$ cat src/design/price_sorted_item_table_defines.svh
// Assertion macros shared by the price sorted item table RTL.
// Needs a clock named clock and a reset named reset in the using scope.
`ifndef PRICE_SORTED_ITEM_TABLE_DEFINES_SVH
`define PRICE_SORTED_ITEM_TABLE_DEFINES_SVH

// condition must hold on every cycle out of reset
`define PSIT_ASSERT_ALWAYS(lbl, cond, msg) \
   lbl: assert property (@(posedge clock) disable iff (reset) (cond)) else $error(msg);

// antecedent implies consequent in the same cycle
`define PSIT_ASSERT_IMPL(lbl, ante, cons, msg) \
   lbl: assert property (@(posedge clock) disable iff (reset) (ante) |-> (cons)) \
      else $error(msg);

`endif

$ cat src/design/psit_pkg.sv
// Package for the price sorted item table: sizes, codes and record types.
// No dependencies.
package psit_pkg;
   localparam int CAPACITY    = 32;
   localparam int KEY_BITS    = 16;
   localparam int PRICE_BITS  = 24;
   localparam int CAT_BITS    = 2;
   localparam int OP_BITS     = 3;
   localparam int STATUS_BITS = 2;
   localparam int IDX_BITS    = $clog2(CAPACITY);
   localparam int CNT_BITS    = $clog2(CAPACITY + 1);

   localparam logic [OP_BITS-1:0] OP_INSERT     = 3'd0;
   localparam logic [OP_BITS-1:0] OP_REMOVE     = 3'd1;
   localparam logic [OP_BITS-1:0] OP_LOOKUP     = 3'd2;
   localparam logic [OP_BITS-1:0] OP_LIST_ALL   = 3'd3;
   localparam logic [OP_BITS-1:0] OP_LIST_CAT   = 3'd4;
   localparam logic [OP_BITS-1:0] OP_LIST_RANGE = 3'd5;

   localparam logic [STATUS_BITS-1:0] ST_DONE      = 2'd0;
   localparam logic [STATUS_BITS-1:0] ST_NOT_FOUND = 2'd1;
   localparam logic [STATUS_BITS-1:0] ST_FULL      = 2'd2;
   localparam logic [STATUS_BITS-1:0] ST_INSERTED  = 2'd3;

   localparam logic [2:0] KIND_INSERT = 3'd0;
   localparam logic [2:0] KIND_REMOVE = 3'd1;
   localparam logic [2:0] KIND_LOOKUP = 3'd2;
   localparam logic [2:0] KIND_LIST   = 3'd3;
   localparam logic [2:0] KIND_BAD    = 3'd4;

   localparam logic [1:0] MODE_ALL   = 2'd0;
   localparam logic [1:0] MODE_CAT   = 2'd1;
   localparam logic [1:0] MODE_RANGE = 2'd2;

   typedef struct packed {
      logic [KEY_BITS-1:0]   key;
      logic [CAT_BITS-1:0]   cat;
      logic [PRICE_BITS-1:0] price;
   } entry_type;

   typedef struct packed {
      logic [2:0]            kind;
      logic [1:0]            mode;
      entry_type             ent;
      logic [PRICE_BITS-1:0] upper;
   } cmd_type;
endpackage

$ cat src/design/psit_if.sv
// Request and response channel interfaces of the price sorted item table.
// Depends on psit_pkg.
interface psit_req_if;
   import psit_pkg::*;
   logic                  valid;
   logic                  ready;
   logic [OP_BITS-1:0]    opcode;
   logic [KEY_BITS-1:0]   item_key;
   logic [CAT_BITS-1:0]   category;
   logic [PRICE_BITS-1:0] price;
   logic [PRICE_BITS-1:0] price_upper;
   modport source (output valid, opcode, item_key, category, price, price_upper,
                   input ready);
   modport sink (input valid, opcode, item_key, category, price, price_upper,
                 output ready);
endinterface

interface psit_rsp_if;
   import psit_pkg::*;
   logic                   valid;
   logic                   ready;
   logic [STATUS_BITS-1:0] status;
   logic [KEY_BITS-1:0]    out_key;
   logic [CAT_BITS-1:0]    out_category;
   logic [PRICE_BITS-1:0]  out_price;
   logic                   last;
   modport source (output valid, status, out_key, out_category, out_price, last,
                   input ready);
   modport sink (input valid, status, out_key, out_category, out_price, last,
                 output ready);
endinterface

$ cat src/design/psit_front.sv
// Front end: accepts requests, decodes them into commands, two-deep queue.
// Depends on psit_pkg and psit_req_if.
module psit_front (
   input  logic              clock,
   input  logic              reset,
   psit_req_if.sink          req_chan,
   output logic              cmd_valid,
   input  logic              cmd_ready,
   output psit_pkg::cmd_type cmd
);
   import psit_pkg::*;

   cmd_type    q_ff [2];
   cmd_type    dec;
   logic       wp_ff, wp_in, rp_ff, rp_in;
   logic [1:0] fill_ff, fill_in;
   logic       push, pop;

   always_comb begin
      dec.ent.key   = req_chan.item_key;
      dec.ent.cat   = req_chan.category;
      dec.ent.price = req_chan.price;
      dec.upper     = req_chan.price_upper;
      dec.mode      = MODE_ALL;
      unique case (req_chan.opcode)
         OP_INSERT:     dec.kind = KIND_INSERT;
         OP_REMOVE:     dec.kind = KIND_REMOVE;
         OP_LOOKUP:     dec.kind = KIND_LOOKUP;
         OP_LIST_ALL:   dec.kind = KIND_LIST;
         OP_LIST_CAT: begin
            dec.kind = KIND_LIST;
            dec.mode = MODE_CAT;
         end
         OP_LIST_RANGE: begin
            dec.kind = KIND_LIST;
            dec.mode = MODE_RANGE;
         end
         default:       dec.kind = KIND_BAD;
      endcase
   end

   assign req_chan.ready = (fill_ff != 2'd2);
   assign cmd_valid      = (fill_ff != 2'd0);
   assign cmd            = q_ff[rp_ff];
   assign push           = req_chan.valid && req_chan.ready;
   assign pop            = cmd_valid && cmd_ready;

   always_comb begin
      wp_in   = push ? ~wp_ff : wp_ff;
      rp_in   = pop ? ~rp_ff : rp_ff;
      fill_in = fill_ff + {1'b0, push} - {1'b0, pop};
   end

   always_ff @(posedge clock) begin
      if (reset) begin
         wp_ff   <= 1'b0;
         rp_ff   <= 1'b0;
         fill_ff <= 2'd0;
      end else begin
         wp_ff   <= wp_in;
         rp_ff   <= rp_in;
         fill_ff <= fill_in;
      end
   end

   always_ff @(posedge clock) begin
      if (push) begin
         q_ff[wp_ff] <= dec;
      end
   end
endmodule

$ cat src/design/psit_back.sv
// Back end: runs one command at a time over the sorted entry memory and
// drives the registered response channel. Depends on psit_pkg, psit_rsp_if.
`include "price_sorted_item_table_defines.svh"
module psit_back (
   input  logic              clock,
   input  logic              reset,
   input  logic              cmd_valid,
   output logic              cmd_ready,
   input  psit_pkg::cmd_type cmd,
   psit_rsp_if.source        rsp_chan
);
   import psit_pkg::*;

   localparam logic [2:0] S_IDLE  = 3'd0;
   localparam logic [2:0] S_START = 3'd1;
   localparam logic [2:0] S_RD    = 3'd2;
   localparam logic [2:0] S_EV    = 3'd3;
   localparam logic [2:0] S_PUT   = 3'd4;
   localparam logic [2:0] S_SRD   = 3'd5;
   localparam logic [2:0] S_SEV   = 3'd6;
   localparam logic [2:0] S_FIN   = 3'd7;

   entry_type mem [CAPACITY];
   entry_type rd_data_ff;

   logic [2:0]          state_ff, state_in;
   cmd_type             cmd_ff, cmd_in;
   logic [CNT_BITS-1:0] cnt_ff, cnt_in, idx_ff, idx_in, idx_nx, idx_m1;
   entry_type           pend_ff, pend_in;
   logic                have_ff, have_in;

   logic                rsp_valid_ff;
   logic [STATUS_BITS-1:0] rsp_status_ff;
   entry_type           rsp_ent_ff;
   logic                rsp_last_ff;

   logic                rd_en, wr_en, emit, emit_last, out_free, stall, hit;
   logic [IDX_BITS-1:0] rd_addr, wr_addr;
   entry_type           wr_data, emit_ent, d;
   logic [STATUS_BITS-1:0] emit_status;

   assign d        = rd_data_ff;
   assign idx_nx   = idx_ff + CNT_BITS'(1);
   assign idx_m1   = idx_ff - CNT_BITS'(1);
   assign out_free = !rsp_valid_ff || rsp_chan.ready;
   assign stall    = emit && !out_free;

   always_comb begin
      case (cmd_ff.mode)
         MODE_CAT:   hit = (d.cat == cmd_ff.ent.cat);
         MODE_RANGE: hit = (d.price >= cmd_ff.ent.price) && (d.price <= cmd_ff.upper);
         default:    hit = 1'b1;
      endcase
   end

   always_comb begin
      state_in    = state_ff;
      cmd_in      = cmd_ff;
      cnt_in      = cnt_ff;
      idx_in      = idx_ff;
      pend_in     = pend_ff;
      have_in     = have_ff;
      cmd_ready   = 1'b0;
      rd_en       = 1'b0;
      rd_addr     = idx_ff[IDX_BITS-1:0];
      wr_en       = 1'b0;
      wr_addr     = idx_ff[IDX_BITS-1:0];
      wr_data     = d;
      emit        = 1'b0;
      emit_status = ST_NOT_FOUND;
      emit_ent    = '0;
      emit_last   = 1'b1;
      unique case (state_ff)
         S_IDLE: begin
            cmd_ready = 1'b1;
            if (cmd_valid) begin
               cmd_in   = cmd;
               state_in = S_START;
            end
         end
         S_START: begin
            have_in = 1'b0;
            if (cmd_ff.kind == KIND_INSERT) begin
               if (cnt_ff == CNT_BITS'(CAPACITY)) begin
                  emit        = 1'b1;
                  emit_status = ST_FULL;
                  emit_ent    = cmd_ff.ent;
                  state_in    = S_IDLE;
               end else begin
                  idx_in   = cnt_ff;
                  state_in = (cnt_ff == '0) ? S_PUT : S_RD;
               end
            end else if (cmd_ff.kind == KIND_BAD || cnt_ff == '0) begin
               emit     = 1'b1;
               state_in = S_IDLE;
            end else begin
               idx_in   = '0;
               state_in = S_RD;
            end
         end
         S_RD: begin
            rd_en    = 1'b1;
            rd_addr  = (cmd_ff.kind == KIND_INSERT) ? idx_m1[IDX_BITS-1:0]
                                                    : idx_ff[IDX_BITS-1:0];
            state_in = S_EV;
         end
         S_EV: begin
            if (cmd_ff.kind == KIND_INSERT) begin
               if (d.price > cmd_ff.ent.price) begin
                  wr_en    = 1'b1;
                  idx_in   = idx_m1;
                  state_in = (idx_m1 == '0) ? S_PUT : S_RD;
               end else begin
                  state_in = S_PUT;
               end
            end else if (cmd_ff.kind == KIND_LIST) begin
               if (hit) begin
                  if (have_ff) begin
                     emit        = 1'b1;
                     emit_status = ST_DONE;
                     emit_ent    = pend_ff;
                     emit_last   = 1'b0;
                  end
                  pend_in = d;
                  have_in = 1'b1;
               end
               idx_in   = idx_nx;
               state_in = (idx_nx == cnt_ff) ? S_FIN : S_RD;
            end else if (d.key == cmd_ff.ent.key) begin
               emit        = 1'b1;
               emit_status = ST_DONE;
               emit_ent    = d;
               state_in    = S_IDLE;
               if (cmd_ff.kind == KIND_REMOVE) begin
                  if (idx_nx < cnt_ff) begin
                     state_in = S_SRD;
                  end else begin
                     cnt_in = cnt_ff - CNT_BITS'(1);
                  end
               end
            end else if (idx_nx == cnt_ff) begin
               emit     = 1'b1;
               state_in = S_IDLE;
            end else begin
               idx_in   = idx_nx;
               state_in = S_RD;
            end
         end
         S_PUT: begin
            wr_en       = 1'b1;
            wr_data     = cmd_ff.ent;
            cnt_in      = cnt_ff + CNT_BITS'(1);
            emit        = 1'b1;
            emit_status = ST_INSERTED;
            emit_ent    = cmd_ff.ent;
            state_in    = S_IDLE;
         end
         S_SRD: begin
            rd_en    = 1'b1;
            rd_addr  = idx_nx[IDX_BITS-1:0];
            state_in = S_SEV;
         end
         S_SEV: begin
            wr_en  = 1'b1;
            idx_in = idx_nx;
            if ((idx_nx + CNT_BITS'(1)) < cnt_ff) begin
               state_in = S_SRD;
            end else begin
               cnt_in   = cnt_ff - CNT_BITS'(1);
               state_in = S_IDLE;
            end
         end
         S_FIN: begin
            emit     = 1'b1;
            state_in = S_IDLE;
            if (have_ff) begin
               emit_status = ST_DONE;
               emit_ent    = pend_ff;
            end
         end
         default: state_in = S_IDLE;
      endcase
   end

   always_ff @(posedge clock) begin
      if (reset) begin
         state_ff <= S_IDLE;
         cnt_ff   <= '0;
         have_ff  <= 1'b0;
      end else if (!stall) begin
         state_ff <= state_in;
         cnt_ff   <= cnt_in;
         have_ff  <= have_in;
      end
   end

   always_ff @(posedge clock) begin
      if (!stall) begin
         cmd_ff  <= cmd_in;
         idx_ff  <= idx_in;
         pend_ff <= pend_in;
      end
   end

   always_ff @(posedge clock) begin
      if (wr_en && !stall) begin
         mem[wr_addr] <= wr_data;
      end
      if (rd_en) begin
         rd_data_ff <= mem[rd_addr];
      end
   end

   always_ff @(posedge clock) begin
      if (reset) begin
         rsp_valid_ff <= 1'b0;
      end else if (emit && out_free) begin
         rsp_valid_ff <= 1'b1;
      end else if (rsp_chan.ready) begin
         rsp_valid_ff <= 1'b0;
      end
   end

   always_ff @(posedge clock) begin
      if (emit && out_free) begin
         rsp_status_ff <= emit_status;
         rsp_ent_ff    <= emit_ent;
         rsp_last_ff   <= emit_last;
      end
   end

   assign rsp_chan.valid        = rsp_valid_ff;
   assign rsp_chan.status       = rsp_status_ff;
   assign rsp_chan.out_key      = rsp_ent_ff.key;
   assign rsp_chan.out_category = rsp_ent_ff.cat;
   assign rsp_chan.out_price    = rsp_ent_ff.price;
   assign rsp_chan.last         = rsp_last_ff;

   `PSIT_ASSERT_ALWAYS(a_cnt_cap, cnt_ff <= CNT_BITS'(CAPACITY), "entry count over capacity")
   `PSIT_ASSERT_IMPL(a_walk_nonempty, state_ff == S_RD || state_ff == S_EV, cnt_ff != '0, "walk over empty table")
   `PSIT_ASSERT_IMPL(a_shift_room, state_ff == S_SRD || state_ff == S_SEV, idx_nx < cnt_ff, "remove shift past end")
endmodule

$ cat src/design/price_sorted_item_table.sv
// Price sorted item table: one request in, one or more responses out. The
// table lives in a single-port memory with a registered read, so a command
// reads the stored entries one at a time. An insert, remove or listing may
// visit every stored entry; an insert or lookup stops early once its insert
// point or key match is found. Commands stall when the response
// side is not ready. Up to two requests queue ahead of the one in progress.
// Depends on psit_pkg, psit_if, psit_front and psit_back.
module price_sorted_item_table (
   input logic         clock,
   input logic         reset,
   psit_req_if.sink    req_chan,
   psit_rsp_if.source  rsp_chan
);
   import psit_pkg::*;

   logic    cmd_valid;
   logic    cmd_ready;
   cmd_type cmd;

   psit_front u_front (
      .clock     (clock),
      .reset     (reset),
      .req_chan  (req_chan),
      .cmd_valid (cmd_valid),
      .cmd_ready (cmd_ready),
      .cmd       (cmd)
   );

   psit_back u_back (
      .clock     (clock),
      .reset     (reset),
      .cmd_valid (cmd_valid),
      .cmd_ready (cmd_ready),
      .cmd       (cmd),
      .rsp_chan  (rsp_chan)
   );
endmodule

$ cat src/flat_wrapper.sv
// flat-port wrapper written by rule: the top's interface ports become plain ports
module price_sorted_item_table_flat import psit_pkg::*;
  (clock, reset, req_chan_valid, req_chan_opcode, req_chan_item_key, req_chan_category, req_chan_price, req_chan_price_upper, req_chan_ready, rsp_chan_valid, rsp_chan_status, rsp_chan_out_key, rsp_chan_out_category, rsp_chan_out_price, rsp_chan_last, rsp_chan_ready);
  psit_req_if req_chan_i ();
  psit_rsp_if rsp_chan_i ();
  input logic clock;
  input logic reset;
  input wire logic [$bits(req_chan_i.valid)-1:0] req_chan_valid;
  input wire logic [$bits(req_chan_i.opcode)-1:0] req_chan_opcode;
  input wire logic [$bits(req_chan_i.item_key)-1:0] req_chan_item_key;
  input wire logic [$bits(req_chan_i.category)-1:0] req_chan_category;
  input wire logic [$bits(req_chan_i.price)-1:0] req_chan_price;
  input wire logic [$bits(req_chan_i.price_upper)-1:0] req_chan_price_upper;
  output wire logic [$bits(req_chan_i.ready)-1:0] req_chan_ready;
  output wire logic [$bits(rsp_chan_i.valid)-1:0] rsp_chan_valid;
  output wire logic [$bits(rsp_chan_i.status)-1:0] rsp_chan_status;
  output wire logic [$bits(rsp_chan_i.out_key)-1:0] rsp_chan_out_key;
  output wire logic [$bits(rsp_chan_i.out_category)-1:0] rsp_chan_out_category;
  output wire logic [$bits(rsp_chan_i.out_price)-1:0] rsp_chan_out_price;
  output wire logic [$bits(rsp_chan_i.last)-1:0] rsp_chan_last;
  input wire logic [$bits(rsp_chan_i.ready)-1:0] rsp_chan_ready;
  assign req_chan_i.valid = req_chan_valid;
  assign req_chan_i.opcode = req_chan_opcode;
  assign req_chan_i.item_key = req_chan_item_key;
  assign req_chan_i.category = req_chan_category;
  assign req_chan_i.price = req_chan_price;
  assign req_chan_i.price_upper = req_chan_price_upper;
  assign req_chan_ready = req_chan_i.ready;
  assign rsp_chan_valid = rsp_chan_i.valid;
  assign rsp_chan_status = rsp_chan_i.status;
  assign rsp_chan_out_key = rsp_chan_i.out_key;
  assign rsp_chan_out_category = rsp_chan_i.out_category;
  assign rsp_chan_out_price = rsp_chan_i.out_price;
  assign rsp_chan_last = rsp_chan_i.last;
  assign rsp_chan_i.ready = rsp_chan_ready;
  price_sorted_item_table u_core (.clock(clock), .reset(reset), .req_chan(req_chan_i), .rsp_chan(rsp_chan_i));
endmodule
$ cat config.mk
export PLATFORM = sky130hd
export DESIGN_NAME = price_sorted_item_table_flat
export DESIGN_NICKNAME = d
export VERILOG_FILES = /design/src/design/psit_pkg.sv /design/src/design/psit_if.sv /design/src/design/psit_front.sv /design/src/design/psit_back.sv /design/src/design/price_sorted_item_table.sv /design/src/flat_wrapper.sv
export VERILOG_INCLUDE_DIRS = /design/src /design/src/design
export SDC_FILE = /design/constraint.sdc
export NUM_CORES = 2
export LEC_CHECK = 0
export ABC_AREA = 1
export BUFFER_PORTS_ARGS = -buffer_cell sky130_fd_sc_hd__buf_4
export CAP_MARGIN = 0
export CORE_UTILIZATION = 60
export DETAILED_ROUTE_END_ITERATION = 12
export GPL_TIMING_DRIVEN = 1
export PLACE_DENSITY = 0.8
export SLEW_MARGIN = 20
export SYNTH_ARGS = -nofsm -noshare
export SYNTH_HDL_FRONTEND = slang
export SYNTH_HIERARCHICAL = 1
export SYNTH_SLANG_ARGS = --single-unit
$ cat constraint.sdc
create_clock -name clock -period 7 [get_ports clock]
set_input_delay 1.4 -clock clock [delete_from_list [all_inputs] [get_ports clock]]
set_output_delay 1.4 -clock clock [all_outputs]
set_load 0.05 [all_outputs]
# Yosys cells after proc, flatten, opt, wreduce, memory -nomap -nowiden
# Memories as Yosys holds them, arrays and structs flattened. A register that Yosys moved wholly into a read port is not among the register bits.
# Cells that the tools add are included.
# totals
word_cells,185
ramBits,1486
n_memories,2
reg_bits,108
in_bits,73
out_inout_bits,47
# op_classes
addsub,7
bitwise,7
reduce_logical,32
order_cmp,5
muxes,80
eq_ne,36
# mem_list
memory,depth,word_bits,read_ports,rd_ports_with_merged_regs,wr,line,text
u_core.u_back.mem,32,42,1,1,1,psit_back.sv:23,entry_type mem [CAPACITY];
u_core.u_front.q_ff,2,71,1,1,1,psit_front.sv:13,cmd_type q_ff [2];
# ops
cell,count
42-bit 2-to-1 mux,8
42-bit one-hot mux with 4 select lines,1
6-bit 2-to-1 mux,14
3-bit 2-to-1 mux,13
6-bit one-hot mux with 3 select lines,2
1-bit 2-to-1 mux,26
24-bit >= comparator,1
24-bit > comparator,1
24-bit <= comparator,1
3-bit equality test (second input constant),7
3-bit one-hot mux with 7 select lines,1
6-bit by 1-bit adder with 6-bit output (second input constant),3
2-bit != test (second input constant),9
16-bit equality test,1
3-bit by 2-bit equality test with 1-bit output (second input constant),5
6-bit logical NOT,2
6-bit < comparator,2
2-bit 2-to-1 mux,6
3-bit one-hot mux with 4 select lines,1
6-bit by 1-bit subtractor with 6-bit output (second input constant),2
5-bit one-hot mux with 2 select lines,1
5-bit AND reduction,2
3-bit by 1-bit equality test with 1-bit output (second input constant),3
3-bit logical NOT,3
28 further kinds,52

# Depth between registers and ports, before layout
# depth
word_depth,12
mapped_depth,22
mapped_depth_nobuf,21

# Hierarchy
# The synthesis kept the hierarchy.
# modules_own_cells
module,area_each_um2,seq_area_each_um2,n_inst,cells_per_inst
psit_back,66422.5,46764.9,1,5365
psit_front,5764.3,4364.2,1,267

# Worst setup path after synthesis
# Ideal clock, no wire load.
# synth_path
path_kind,reg-to-reg
startpoint,register u_core.u_back.idx_ff[0]
endpoint,"memory u_core/u_back/mem[0][0] (netlist name), enable pin"
n_path_buf,1
stages_incl_launch_ff,16
required_ns,6.506
arrival_time_ns,5.128
setup_slack_ns,1.379
synth_period_minus_slack_ns,5.621
cell_sequence,edfxtp_1 ha_1 nand2_1 o21ai_0 inv_1 ha_1 nand2_1 nor2_1 nand3b_1 nand2_1 a21oi_1 nand2_1 nand2_1 nand2_1 buf_2 nor3_1
# synth_via
elab_chain_cells,12
# synth_lines
element,line,text
start: declaration,psit_back.sv:28,"logic [CNT_BITS-1:0] cnt_ff, cnt_in, idx_ff, idx_in, idx_nx, idx_m1;"
start signal: assignment,psit_back.sv:200,idx_ff <= idx_in;
6-bit by 1-bit adder with 6-bit output,psit_back.sv:43,assign idx_nx = idx_ff + CNT_BITS'(1);
6-bit equality test,psit_back.sv:141,end else if (idx_nx == cnt_ff) begin
1-bit 2-to-1 mux,psit_back.sv:141,
1-bit 2-to-1 mux,psit_back.sv:129,end else if (d.key == cmd_ff.ent.key) begin
1-bit 2-to-1 mux,psit_back.sv:116,end else if (cmd_ff.kind == KIND_LIST) begin
1-bit 2-to-1 mux,psit_back.sv:108,if (cmd_ff.kind == KIND_INSERT) begin
1-bit one-hot mux with 3 select lines,psit_back.sv:73,unique case (state_ff)
1-bit logical AND,psit_back.sv:46,assign stall = emit && !out_free;
1-bit logical NOT,psit_back.sv:206,if (wr_en && !stall) begin
1-bit logical AND,psit_back.sv:206,
1-bit 2-to-1 mux,psit_back.sv:206,
1-bit 2-to-1 mux (implied by the code),psit_back.sv:207,mem[wr_addr] <= wr_data;
end: declaration,psit_back.sv:23,
# Several ways; a longest one is shown, not always the timed one.

# Worst setup path in the final report
# layout_path
startpoint,register u_core.u_back.idx_ff[0]
endpoint,"memory u_core/u_back/mem[21][26] (netlist name), enable pin"
# Same word-level chain as after synthesis.

==> flow_metrics.py <==
metrics = {
    "die": {
        "initial_core_util": 0.608,
        "rows": 126,
        "die_h_um": 349,
        "dieArea_um2": 122000,
        "dieWidth_um": 349,
        "core_area_um2": 119000,
        "pin_count": 120,
    },
    "global_routing": {
        "grt_max_degree": 166,
        "grt_pass1_wl_mm": 269,
        "antenna_found_initial": 5,
        "grt_pass1_vias": 43792,
        "grt_usage": 0.300,
        "grt_overflow": 0,
    },
    "layout": {
        "finalNonFillerCells": 7437,
        "syn_to_final_growth_pct": 10.8,
        "fillers": 7839,
        "final_cell_mix": "edfxtp_1, nand2_1, inv_1, o211ai_1, buf_4",
        "multi_input_area_um2": 16600,
        "drive_gt1_frac": 0.108,
        "fin_nets": 5852,
        "regArea_um2": 51100,
        "layout_commonest_cell": "edfxtp_1",
    },
    "clock_tree": {
        "clockBufferDepth": 3,
        "cts_buffers": 164,
        "post_cts_buffers": 0,
        "cts.clk_slew.worst_paths_ns": 0.06,
        "cts_resized": 0,
        "cts_tree": "done",
        "root_buffer": "clkbuf_16",
        "clk_latency_ns": 0.80,
        "cts.sinks": 1708,
        "htreeDepth": 4,
        "hold_buffers": 0,
    },
    "logic_synthesis": {
        "synthTopCellsByArea": "edfxtp_1, o211ai_1, nand2_1, inv_1, o21ai_0",
        "synth-edff-count": 1692,
        "async_reset_ff_frac": 0,
        "synthDominantCellAreaShare": 0.704,
        "yosysWarnings": 6,
        "seq_area_frac_synth": 0.708,
        "ys.flop_type": "edfxtp_1",
        "syn_avg_cell_area_um2": 12.8,
        "syn_area_um2": 72200,
        "synth_cells": 5632,
        "yosysUniqueCellTypes": 51,
        "ys_ff_latch": 1708,
        "syn_nets": 5779,
        "yosys.area.top_type": "edfxtp_1",
    },
    "critical_path": {
        "arrival_ns": 5.45,
        "cp-endpoint": "u_core/u_back/mem[21][26]",
        "cpPeakStageDelay_ns": 0.67,
        "path_cells": "ha_1, nand2_1, o21ai_0, inv_1, ha_1, nand2_1, nor2_1, nand3b_1, nand2_1, a21oi_1, nand2_1, nand2_1, nand2_1, buf_4, nor3_2, buf_4",
        "cp.required_ns": 7.41,
        "rrSetupSlack_ns": 1.97,
        "crit_type": "reg2reg",
        "worstReg2RegStart": "u_core/u_back/idx_ff[0]",
        "cp-start-kind": "register",
        "cp-end-kind": "register",
        "cp_common_cell": "nand2_1",
        "worstSetupStartpoint": "u_core/u_back/idx_ff[0]",
        "critPathMaxFanout": 42,
        "reg2reg_to": "u_core/u_back/mem[21][26]",
        "cp_slowest_cell": "buf_4",
        "reg2reg_depth": 16,
    },
    "drt": {
        "post_drt_wl_per_cell_um": 24.4,
        "via_count": 45340,
        "routed_via_density": 6.10,
        "wirelength_mm": 181,
        "ant_nets": 0,
        "drc": 0,
        "first_pass_iters": 6,
        "drt-initial-drc-count": 6505,
    },
    "status": {
        "status": "completed",
    },
    "power_and_ir_drop": {
        "ir_worst_vdd_mv": 0.591,
        "leakagePower_nw": 29.0,
        "finalPower_mw": 33.3,
        "powerDensity_nw_per_um2": 416,
    },
    "timing": {
        "relSlewSlack": 0.176,
        "post-route-period-util": 0.719,
        "maxSlewViolCount": 0,
        "fmax_mhz": 199,
        "min_period_ns": 5.03,
        "hold_viol": 0,
        "tightest_slew_ns": 1.23,
        "rsz0062_at_grt": "no",
        "worst_clock_skew_ns": 0.0320,
        "fin_setup_tns_ns": 0,
        "setup_viol": 0,
    },
    "placed_design": {
        "gp_congestion": 0.891,
        "port_buffers": 119,
        "placed_cells": 7133,
        "hpwl_mm": 107,
    },
    "min_path": {
        "min_path_type": "reg2reg",
    },
    "job": {
        "drv_cap": 0,
    },
}
through the flow:
stage / setup slack, ns / utilization / hold WS (ns) / instance area [um2]
after floorplan: 1.38 / - / 0.426 / 72200
after global placement: 2.20 / 0.630 / 0.456 / 74800
after detailed placement: 2.07 / 0.630 / 0.459 / 74800
after CTS: 2.05 / 0.673 / 0.474 / 79800
after global routing: 1.70 / 0.674 / 0.499 / 80000
final: 1.97 / 0.674 / 0.474 / 80000
Yosys cell counts, types with 2 or more instances:
master,n
a21boi_0,2
a21o_1,4
a21oi_1,41
buf_1,13
buf_12,7
buf_2,155
buf_4,19
buf_6,45
clkbuf_1,89
clkinv_1,5
dfxtp_1,16
edfxtp_1,1692
ha_1,73
inv_1,840
inv_2,5
mux2_4,70
nand2_1,1037
nand2_2,3
nand2_4,2
nand3_1,120
nand3b_1,2
nand4_1,10
nor2_1,67
nor2_2,4
nor3_1,37
o211ai_1,742
o21ai_0,228
o21ai_1,202
o221ai_1,48
o22ai_1,2
or2_2,2
xnor2_1,23
xor2_1,9
worst min path at each step:
stage | start | end | slack [ns] | depth (start not counted)
floorplan | u_core/u_back/d[0] | u_core/u_back/pend_ff[0] | 0.43 | 0
global placement | u_core/u_back/d[25] | u_core/u_back/pend_ff[25] | 0.46 | 0
detailed placement | u_core/u_back/d[25] | u_core/u_back/pend_ff[25] | 0.46 | 0
CTS | u_core/u_back/d[25] | u_core/u_back/pend_ff[25] | 0.47 | 0
global route | u_core/u_back/d[25] | u_core/u_back/pend_ff[25] | 0.50 | 0
finish | u_core/u_back/d[25] | u_core/u_back/pend_ff[25] | 0.47 | 0
cell families after synthesis:
kind of cell | count (synthesis) | synth area share
xor gates and xnor gates | 33 | 0.00426
buffers and inverters | 1178 | 0.0712
adders and majority gates | 74 | 0.0129
DFF | 1708 | 0.708
muxes | 71 | 0.0147
and+or+nand+nor | 1289 | 0.0710
AOI/OAI and AO/OA | 1279 | 0.118
layer usage:
metal | wire, um | up-vias | part of all wire | GRT usage
met4 | 6910 | 0 | 0.038 | 0.126
li1 | - | 20295 | - | -
met1 | 68600 | 22113 | 0.38 | 0.402
met5 | 0 | - | 0 | 0
met2 | 86700 | 2530 | 0.48 | 0.483
met3 | 19300 | 402 | 0.11 | 0.0573
power breakdown:
part	switching (mW)	internal [mW]	leakage, nW	total, mW
Clock	3.69	4.70	2.46	8.39
Sequential	0.451	12.7	15.4	13.2
Combinational	8.50	3.18	11.1	11.7
Total	12.6	20.6	29.0	33.3
flip-flops by register name, summed over array words and instances (netlist names), named ones only:
name,flops
u_core/u_front/q_ff,142
u_core/u_back/pend_ff,42
u_core/u_back/rsp_chan.out_key,16
u_core/u_back/have_ff,1
u_core/u_front/fill_ff,2
u_core/u_back/mem,1344
u_core/u_back/rsp_chan.out_category,2
u_core/u_back/d,42
u_core/u_front/rp_ff,1
u_core/u_back/cmd_ff,71
u_core/u_back/rsp_chan.last,1
u_core/u_back/cnt_ff,6
u_core/u_back/rsp_chan.out_price,24
u_core/u_front/wp_ff,1
u_core/u_back/rsp_chan.valid,1
u_core/u_back/state_ff,3
u_core/u_back/rsp_chan.status,2
u_core/u_back/idx_ff,6
critical path, delay by kind of cell, from the launching register on:
family	cells	cell delay, ns
compound gates	2	0.84
simple gates	9	1.46
flops	1	0.51
buf+inv	3	1.19
fa+ha+maj	2	0.56
cell type report:
class / count / share of cell area
Antenna cell: 1 / 0.0000313
Clock buffer: 217 / 0.0552
Clock inverter: 80 / 0.00776
Inverter: 850 / 0.0399
Multi-Input combinational cell: 2746 / 0.207
Sequential cell: 1708 / 0.639
Tap cell: 1600 / 0.0250
Timing Repair Buffer: 235 / 0.0255
No activity file was read; power rests on OpenSTA's default activity.
